File: config.mk
export PLATFORM = sky130hd
export DESIGN_NAME = fbtb_walker
export DESIGN_NICKNAME = d
export VERILOG_FILES = /design/src/fbtb_pkg.sv /design/src/fbtb_walker.sv
export SDC_FILE = /design/constraint.sdc
export NUM_CORES = 1
export LEC_CHECK = 0
export BUFFER_PORTS_ARGS = -buffer_cell sky130_fd_sc_hd__buf_2
export CORE_AREA = 5 5 151 95
export CTS_BUF_LIST = sky130_fd_sc_hd__clkbuf_4 sky130_fd_sc_hd__clkbuf_8
export CTS_CLUSTER_SIZE = 25
export DETAILED_ROUTE_END_ITERATION = 10
export DIE_AREA = 0 0 156 100
export PLACE_DENSITY_LB_ADDON = 0.1
export RECOVER_POWER = 50
export SKIP_LAST_GASP = 1
export SYNTH_ARGS = -nofsm -noshare
export SYNTH_HDL_FRONTEND = slang
export SYNTH_SLANG_ARGS = --single-unit
export TNS_END_PERCENT = 100
File: constraint.sdc
create_clock -name clk -period 5.8 [get_ports clk]
set_clock_uncertainty 0.15 [all_clocks]
set_input_delay 0.29 -clock clk [delete_from_list [all_inputs] [get_ports clk]]
set_output_delay 0.29 -clock clk [all_outputs]
set_load 0.005 [all_outputs]
File: src/fbtb_pkg.sv
// ============================================================================
// fbtb_pkg - shared types and constants of the framebuffer text blitter
// Word formats, command codes, the 5x7 glyph ROM and frame geometry helpers.
// ============================================================================
package fbtb_pkg;

    localparam int DEF_PANEL_WIDTH  = 200;
    localparam int DEF_PANEL_HEIGHT = 200;
    localparam int DEF_MAX_TEXT_LEN = 64;

    localparam int GLYPH_COUNT = 10;
    localparam int GLYPH_ROWS  = 7;
    localparam int GLYPH_COLS  = 5;
    localparam int CELL_UNITS  = GLYPH_COLS + 1;
    localparam int GLYPH_IDX_W = 4;

    localparam logic [7:0] FILL_WHITE = 8'hFF;
    localparam logic [7:0] LEFT_PIXEL = 8'h80;

    typedef enum logic [2:0] {
        CMD_CLEAR      = 3'd0,
        CMD_PIXEL      = 3'd1,
        CMD_TEXT_BEGIN = 3'd2,
        CMD_TEXT_CHAR  = 3'd3,
        CMD_READ       = 3'd4
    } cmd_t;

    typedef struct packed {
        logic [2:0]  command;
        logic [15:0] pixel_x;
        logic [15:0] pixel_y;
        logic        ink_color;
        logic [3:0]  text_scale;
        logic [6:0]  text_length;
        logic [7:0]  char_code;
        logic [12:0] byte_index;
    } in_word_t;

    typedef struct packed {
        logic [7:0]  read_byte;
        logic [15:0] text_cursor;
    } out_word_t;

    // Sequencer to pixel walker
    typedef struct packed {
        logic load_pixel;
        logic load_glyph;
        logic advance;
    } walk_ctrl_t;

    // Pixel walker to sequencer
    typedef struct packed {
        logic       bit_on;
        logic       in_panel;
        logic       last;
        logic [7:0] mask;
    } walk_stat_t;

    typedef struct packed {
        logic                   hit;
        logic [GLYPH_IDX_W-1:0] idx;
    } glyph_hit_t;

    function automatic int frame_bytes(input int w, input int h);
        return ((w + 7) >> 3) * h;
    endfunction

    function automatic int frame_addr_w(input int w, input int h);
        return (frame_bytes(w, h) > 1) ? $clog2(frame_bytes(w, h)) : 1;
    endfunction

    function automatic logic [7:0] glyph_code(input logic [GLYPH_IDX_W-1:0] g);
        logic [7:0] code;
        unique case (g)
            4'd0:    code = 8'h53; // S
            4'd1:    code = 8'h4C; // L
            4'd2:    code = 8'h74; // t
            4'd3:    code = 8'h6F; // o
            4'd4:    code = 8'h70; // p
            4'd5:    code = 8'h69; // i
            4'd6:    code = 8'h73; // s
            4'd7:    code = 8'h65; // e
            4'd8:    code = 8'h6E; // n
            4'd9:    code = 8'h67; // g
            default: code = 8'h00;
        endcase
        return code;
    endfunction

    function automatic glyph_hit_t glyph_find(input logic [7:0] code);
        glyph_hit_t res;
        res.hit = 1'b0;
        res.idx = '0;
        for (int i = GLYPH_COUNT - 1; i >= 0; i--)
        begin
            if (glyph_code(GLYPH_IDX_W'(i)) == code)
            begin
                res.hit = 1'b1;
                res.idx = GLYPH_IDX_W'(i);
            end
        end
        return res;
    endfunction

    // Row r of glyph g, leftmost pixel in bit 4
    function automatic logic [GLYPH_COLS-1:0] glyph_row(input logic [GLYPH_IDX_W-1:0] g,
                                                        input logic [2:0] r);
        logic [GLYPH_ROWS*GLYPH_COLS-1:0] rows;
        unique case (g)
            4'd0: rows = {5'h0E, 5'h11, 5'h10, 5'h0E, 5'h01, 5'h11, 5'h0E};
            4'd1: rows = {5'h10, 5'h10, 5'h10, 5'h10, 5'h10, 5'h10, 5'h1F};
            4'd2: rows = {5'h08, 5'h08, 5'h1E, 5'h08, 5'h08, 5'h09, 5'h06};
            4'd3: rows = {5'h00, 5'h00, 5'h0E, 5'h11, 5'h11, 5'h11, 5'h0E};
            4'd4: rows = {5'h00, 5'h00, 5'h1E, 5'h11, 5'h1E, 5'h10, 5'h10};
            4'd5: rows = {5'h08, 5'h00, 5'h18, 5'h08, 5'h08, 5'h08, 5'h1C};
            4'd6: rows = {5'h00, 5'h00, 5'h0F, 5'h10, 5'h0E, 5'h01, 5'h1E};
            4'd7: rows = {5'h00, 5'h00, 5'h0E, 5'h11, 5'h1F, 5'h10, 5'h0E};
            4'd8: rows = {5'h00, 5'h00, 5'h16, 5'h19, 5'h11, 5'h11, 5'h11};
            4'd9: rows = {5'h00, 5'h00, 5'h0F, 5'h11, 5'h0F, 5'h01, 5'h1E};
            default: rows = '0;
        endcase
        return GLYPH_COLS'(rows >> (GLYPH_COLS * (GLYPH_ROWS - 1 - int'(r))));
    endfunction

endpackage

File: src/fbtb_walker.sv
// ============================================================================
// fbtb_walker - pixel coordinate walker
// Steps over the pixels of one scaled glyph (or holds one single pixel),
// skips blank glyph cells whole, and forms byte address, mask and clip flag.
// ============================================================================
module fbtb_walker #(
    parameter int PANEL_WIDTH  = fbtb_pkg::DEF_PANEL_WIDTH,
    parameter int PANEL_HEIGHT = fbtb_pkg::DEF_PANEL_HEIGHT
) (
    input  logic                           clk,
    input  logic                           rst_n,
    input  fbtb_pkg::walk_ctrl_t           ctrl,
    input  logic [15:0]                    pixel_x,
    input  logic [15:0]                    pixel_y,
    input  logic [15:0]                    org_x,
    input  logic [15:0]                    org_y,
    input  logic [3:0]                     scale,
    input  logic [fbtb_pkg::GLYPH_IDX_W-1:0] glyph_idx,
    output fbtb_pkg::walk_stat_t           stat,
    output logic [fbtb_pkg::frame_addr_w(PANEL_WIDTH, PANEL_HEIGHT)-1:0] addr
);
    import fbtb_pkg::*;

    localparam int ROW_BYTES = (PANEL_WIDTH + 7) / 8;
    localparam int ADDR_W    = frame_addr_w(PANEL_WIDTH, PANEL_HEIGHT);

    logic                   glyph_mode_reg, glyph_mode_next;
    logic [15:0]            x_reg, x_next;
    logic [15:0]            y_reg, y_next;
    logic [15:0]            org_x_reg, org_x_next;
    logic [3:0]             scale_reg, scale_next;
    logic [GLYPH_IDX_W-1:0] gidx_reg, gidx_next;
    logic [2:0]             r_reg, r_next;
    logic [2:0]             c_reg, c_next;
    logic [3:0]             dx_reg, dx_next;
    logic [3:0]             dy_reg, dy_next;

    logic [GLYPH_COLS-1:0]  row_bits;
    logic [2:0]             col_sel;
    logic                   bit_on;
    logic                   cell_end;
    logic                   line_end;
    logic                   band_end;

    always_comb
    begin
        row_bits = glyph_row(gidx_reg, r_reg);
        col_sel  = 3'(GLYPH_COLS - 1) - c_reg;
        bit_on   = glyph_mode_reg ? row_bits[col_sel] : 1'b1;
        // a blank cell ends at once, a lit one after scale pixels
        cell_end = !bit_on || (dx_reg == scale_reg - 4'd1);
        line_end = cell_end && (c_reg == 3'(GLYPH_COLS - 1));
        band_end = line_end && (dy_reg == scale_reg - 4'd1);

        stat.bit_on   = bit_on;
        stat.in_panel = (x_reg < 16'(PANEL_WIDTH)) && (y_reg < 16'(PANEL_HEIGHT));
        stat.last     = !glyph_mode_reg || (band_end && (r_reg == 3'(GLYPH_ROWS - 1)));
        stat.mask     = LEFT_PIXEL >> x_reg[2:0];

        addr = ADDR_W'(ADDR_W'(y_reg) * ADDR_W'(ROW_BYTES)) + ADDR_W'(x_reg[15:3]);
    end

    always_comb
    begin
        glyph_mode_next = glyph_mode_reg;
        x_next          = x_reg;
        y_next          = y_reg;
        org_x_next      = org_x_reg;
        scale_next      = scale_reg;
        gidx_next       = gidx_reg;
        r_next          = r_reg;
        c_next          = c_reg;
        dx_next         = dx_reg;
        dy_next         = dy_reg;

        priority if (ctrl.load_pixel)
        begin
            glyph_mode_next = 1'b0;
            x_next          = pixel_x;
            y_next          = pixel_y;
        end
        else if (ctrl.load_glyph)
        begin
            glyph_mode_next = 1'b1;
            x_next          = org_x;
            y_next          = org_y;
            org_x_next      = org_x;
            scale_next      = scale;
            gidx_next       = glyph_idx;
            r_next          = '0;
            c_next          = '0;
            dx_next         = '0;
            dy_next         = '0;
        end
        else if (ctrl.advance)
        begin
            if (!cell_end)
            begin
                dx_next = dx_reg + 4'd1;
                x_next  = x_reg + 16'd1;
            end
            else if (!line_end)
            begin
                dx_next = '0;
                c_next  = c_reg + 3'd1;
                x_next  = bit_on ? x_reg + 16'd1 : x_reg + 16'(scale_reg);
            end
            else
            begin
                dx_next = '0;
                c_next  = '0;
                x_next  = org_x_reg;
                y_next  = y_reg + 16'd1;
                if (!band_end)
                begin
                    dy_next = dy_reg + 4'd1;
                end
                else
                begin
                    dy_next = '0;
                    r_next  = r_reg + 3'd1;
                end
            end
        end
    end

    always_ff @(posedge clk or negedge rst_n)
    begin
        if (!rst_n)
        begin
            glyph_mode_reg <= 1'b0;
            r_reg          <= '0;
            c_reg          <= '0;
            dx_reg         <= '0;
            dy_reg         <= '0;
            scale_reg      <= '0;
            gidx_reg       <= '0;
        end
        else
        begin
            glyph_mode_reg <= glyph_mode_next;
            r_reg          <= r_next;
            c_reg          <= c_next;
            dx_reg         <= dx_next;
            dy_reg         <= dy_next;
            scale_reg      <= scale_next;
            gidx_reg       <= gidx_next;
        end
    end

    always_ff @(posedge clk)
    begin
        x_reg     <= x_next;
        y_reg     <= y_next;
        org_x_reg <= org_x_next;
    end

endmodule
==> reports/qor.csv <==
stage;metric;value;unit
status;status;finished with violations;
status;violations;max-capacitance violations, max-slew violations;
setup_path;arrival;5.09;ns
logic_synthesis;synth-seq-cells;71;
clock_tree;clk_latency;0.36;ns
pwr;pwr-share-seq;0.237;
logic_synthesis;yosysTopAreaCellShare;0.1889;
global_route;grt_overflow_total;0;
sta;fin_ws;0.2683;ns
layout;drive_gt1_frac;0.1273;
global_route;grt_pass1_wl;38710;microns
clock_tree;post_cts_resized;0;
sta;tns;0;ns
layout;diodes;0;
logic_synthesis;yosysSeqAreaShare;0.2644;
route;drt_wl_total;24900;microns
logic_synthesis;ys_types;73;
placed_design;dp_hpwl;18710;microns
route;drcViolationCount;0;
logic_synthesis;async_flop_share;0.3239;
die;die_area;15600;sq um
placed_design;postPlaceCellArea;8189;sq um
clock_tree;cts_tree;built;
pwr;vdd_drop_max;0.2750;mV
global_route;grt_max_degree;55;
setup_path;critPathMaxFanout;36;
layout;postLayoutCoreUtil;0.6805;
sta;finalHoldViolCount;0;
pwr;pwr-share-clk;0.151;
pwr;p_sw;1557;uW
route;drtIter0Drc;940;
sta;rsz0062_at_grt;false;
logic_synthesis;synth_area_leaders;edfxtp_1 (19%), ha_1 (11%), dfrtp_1 (7.5%);
logic_synthesis;synth_fp_nets;1081;
pwr;leakage;0.003683;uW
clock_tree;clk_pin_slew;0.08;ns
logic_synthesis;synth_area;7629;sq um
layout;syn2layout_area_growth;13.22;%
setup_path;cp-end-kind;output pin;
setup_path;regToRegSetupSlack;0.63;ns
route;vias;7491;
route;postRouteAntennaNets;0;
global_route;track_usage;0.3166;
layout;fillers;1084;
logic_synthesis;syn_area_per_cell;8.301;sq um
sta;setup_viol;0;
logic_synthesis;yosysTopAreaCell;edfxtp_1;
route;drtPass1Iterations;5;
clock_tree;root_buffer;clkbuf_8;
sta;period_share;0.9537;
placed_design;portBuffers;100;
global_route;antenna_found_initial;0;
route;via_per_inst;6.332;
setup_path;startpoint_type;flip-flop;
placed_design;globalplace.congestion;1.069;
die;ios;101;
clock_tree;cts.sinks;71;
die;dieWidth;156;microns
clock_tree;clockBufferDepth;2;
pwr;p_int;1816;uW
clock_tree;postCtsSetupBuffers;0;
sta;post-route-min-period;5.532;ns
pwr;switching_share;0.4617;
die;core-area;12690;sq um
layout;fin_area;8637;sq um
run;maxCapViolCount;2;
pwr;p_per_area;390.5;nW/um^2
logic_synthesis;yosys_warnings;0;
die;fp.dieH;100;microns
route;wire_per_inst;21.04;microns
clock_tree;numCtsBuffers;9;
global_route;grt_pass1_vias;6914;
sta;slew_viol_final;94;
clock_tree;h-tree-depth;3;
pwr;power_frac_comb;0.612;
setup_path;worstPathRequired;5.36;ns
placed_design;dpl_worst_slack;0.8461;ns
sta;fmax;180.8;MHz
layout;fin_nets;1170;
sta;slew_headroom;-0.9926;
logic_synthesis;ys.flop_type;edfxtp_1;
die;start_util;0.6010;
logic_synthesis;synthCells;919;
logic_synthesis;synth_edf_count;48;
clock_tree;ctsHoldBuffers;23;
setup_path;path_class;reg2out;
die;rows;32;
pwr;finalPower;3373;uW
sta;worst_slew_pin_slew;2.983;ns
worst_hold_path;min_path_type;in2reg;
## cell usage in the layout, fill, tap and decap left out, drive strengths merged, types with 5 or more instances in the layout
| cell type | n |
|---|---|
| xnor2 | 38 |
| xor2 | 22 |
| o211ai | 12 |
| nor4 | 9 |
| nand2 | 94 |
| inv | 66 |
| nor3 | 14 |
| o221ai | 8 |
| dfrtp | 23 |
| and3 | 7 |
| nand4 | 5 |
| o21bai | 8 |
| nand2b | 11 |
| a21oi | 49 |
| ha | 67 |
| o21ai | 81 |
| buf | 91 |
| a211oi | 6 |
| o22ai | 13 |
| nor2b | 16 |
| or3 | 7 |
| a22oi | 15 |
| mux2i | 19 |
| dlygate4sd3 | 23 |
| and2 | 8 |
| or2 | 6 |
| edfxtp | 48 |
| o311ai | 10 |
| clkbuf | 31 |
| a31oi | 5 |
| nand3 | 40 |
| nor2 | 67 |
| a21o | 8 |
| fa | 18 |
| o31ai | 9 |
## Yosys cell counts, types with 8 or more instances
| library cell | n |
|---|---|
| nand2_1 | 94 |
| o21ai_0 | 71 |
| ha_1 | 67 |
| nor2_1 | 65 |
| inv_1 | 64 |
| a21oi_1 | 49 |
| edfxtp_1 | 48 |
| nand3_1 | 40 |
| xnor2_1 | 38 |
| clkbuf_1 | 33 |
| dfrtp_1 | 23 |
| xor2_1 | 22 |
| mux2i_1 | 19 |
| fa_1 | 18 |
| nor2b_1 | 16 |
| a22oi_1 | 15 |
| buf_2 | 14 |
| nor3_1 | 14 |
| o22ai_1 | 13 |
| o211ai_1 | 12 |
| nand2b_1 | 11 |
| o21ai_1 | 10 |
| nor4_1 | 9 |
| a21o_1 | 8 |
| and2_1 | 8 |
| o21bai_1 | 8 |
| o221ai_1 | 8 |
| o31ai_1 | 8 |
## power groups by stage
stage               Clock [uW]  Sequential, uW  Combinational, uW
floorplan                    0             713               1450
global placement             0             796               1980
detailed placement           0             797               1990
CTS                        514             788               2020
global route               534             808               2280
finish                     509             799               2070
## stage by stage
stage,hold slack [ns],cells
6_report,0.03086,1183
3_3_place_gp,0.1450,1144
2_1_floorplan,-0.1556,919
5_1_grt,0.02971,1183
4_1_cts,0.01429,1183
3_5_place_dp,0.1489,1144
## layer usage
metal | vias up | track usage | part of all wire | wire (microns)
li1 | 3500 | - | - | -
met1 | 3480 | 0.5211 | 0.48 | 12060
met2 | 485 | 0.3817 | 0.36 | 8961
met3 | 26 | 0.1293 | 0.15 | 3694
met4 | 0 | 0.03833 | 0.0074 | 184
met5 | - | 0 | 0 | 0
## worst max-delay path, cell delays in order, from the launching register on
cell	delay, ns
dfrtp_1	0.39
buf_4	0.25
nand3_1	0.30
inv_1	0.19
ha_1	0.24
a21o_1	0.17
fa_1	0.79
inv_1	0.17
nor2_1	0.19
o311ai_2	0.13
o21ai_0	0.25
a221oi_2	0.08
o41ai_1	0.52
o31a_1	0.54
nor2_1	0.18
nand3_1	0.12
nand2_1	0.07
buf_2	0.13
## layout make-up
type | count | area (sq um) | share of cell area
multi-input cells | 726 | 5117 | 0.5925
flip-flops and latches | 71 | 2017 | 0.2335
repair buffers | 135 | 792.0 | 0.09170
inverters | 65 | 244.0 | 0.02825
well taps | 170 | 212.7 | 0.02463
clock buffers | 10 | 137.6 | 0.01594
clock inverters | 6 | 116.4 | 0.01347
## logic make-up (layout without fill, tap and decap cells)
logic type	after synthesis	count (layout)	share of synthesized area
AO/OA/AOI/OAI	264	264	0.2291
XOR/XNOR	60	60	0.06889
flip-flops	71	71	0.2644
adder cells (fa/ha/maj)	85	85	0.1571
AND/OR/NAND/NOR	293	293	0.1819
buffers and inverters	122	216	0.06479
multiplexers	24	24	0.03379
## worst paths after layout
check / start / to / cells past startpoint
worst max-delay path: r_reg[0]$_DFFE_PN0P_ / stat[8] / 17
worst min-delay path: scale[1] / scale_reg[1]$_DFFE_PN0P_ / 3
worst max register to register: r_reg[0]$_DFFE_PN0P_ / x_reg[10]$_DFFE_PP_ / 16
worst min register to register: dy_reg[3]$_DFFE_PN0P_ / dy_reg[3]$_DFFE_PN0P_ / 1
max in group asynchronous: rst_n / r_reg[0]$_DFFE_PN0P_ / 2
min in group asynchronous: rst_n / dy_reg[2]$_DFFE_PN0P_ / 2
Note: power is estimated with default switching activity, not from simulation.
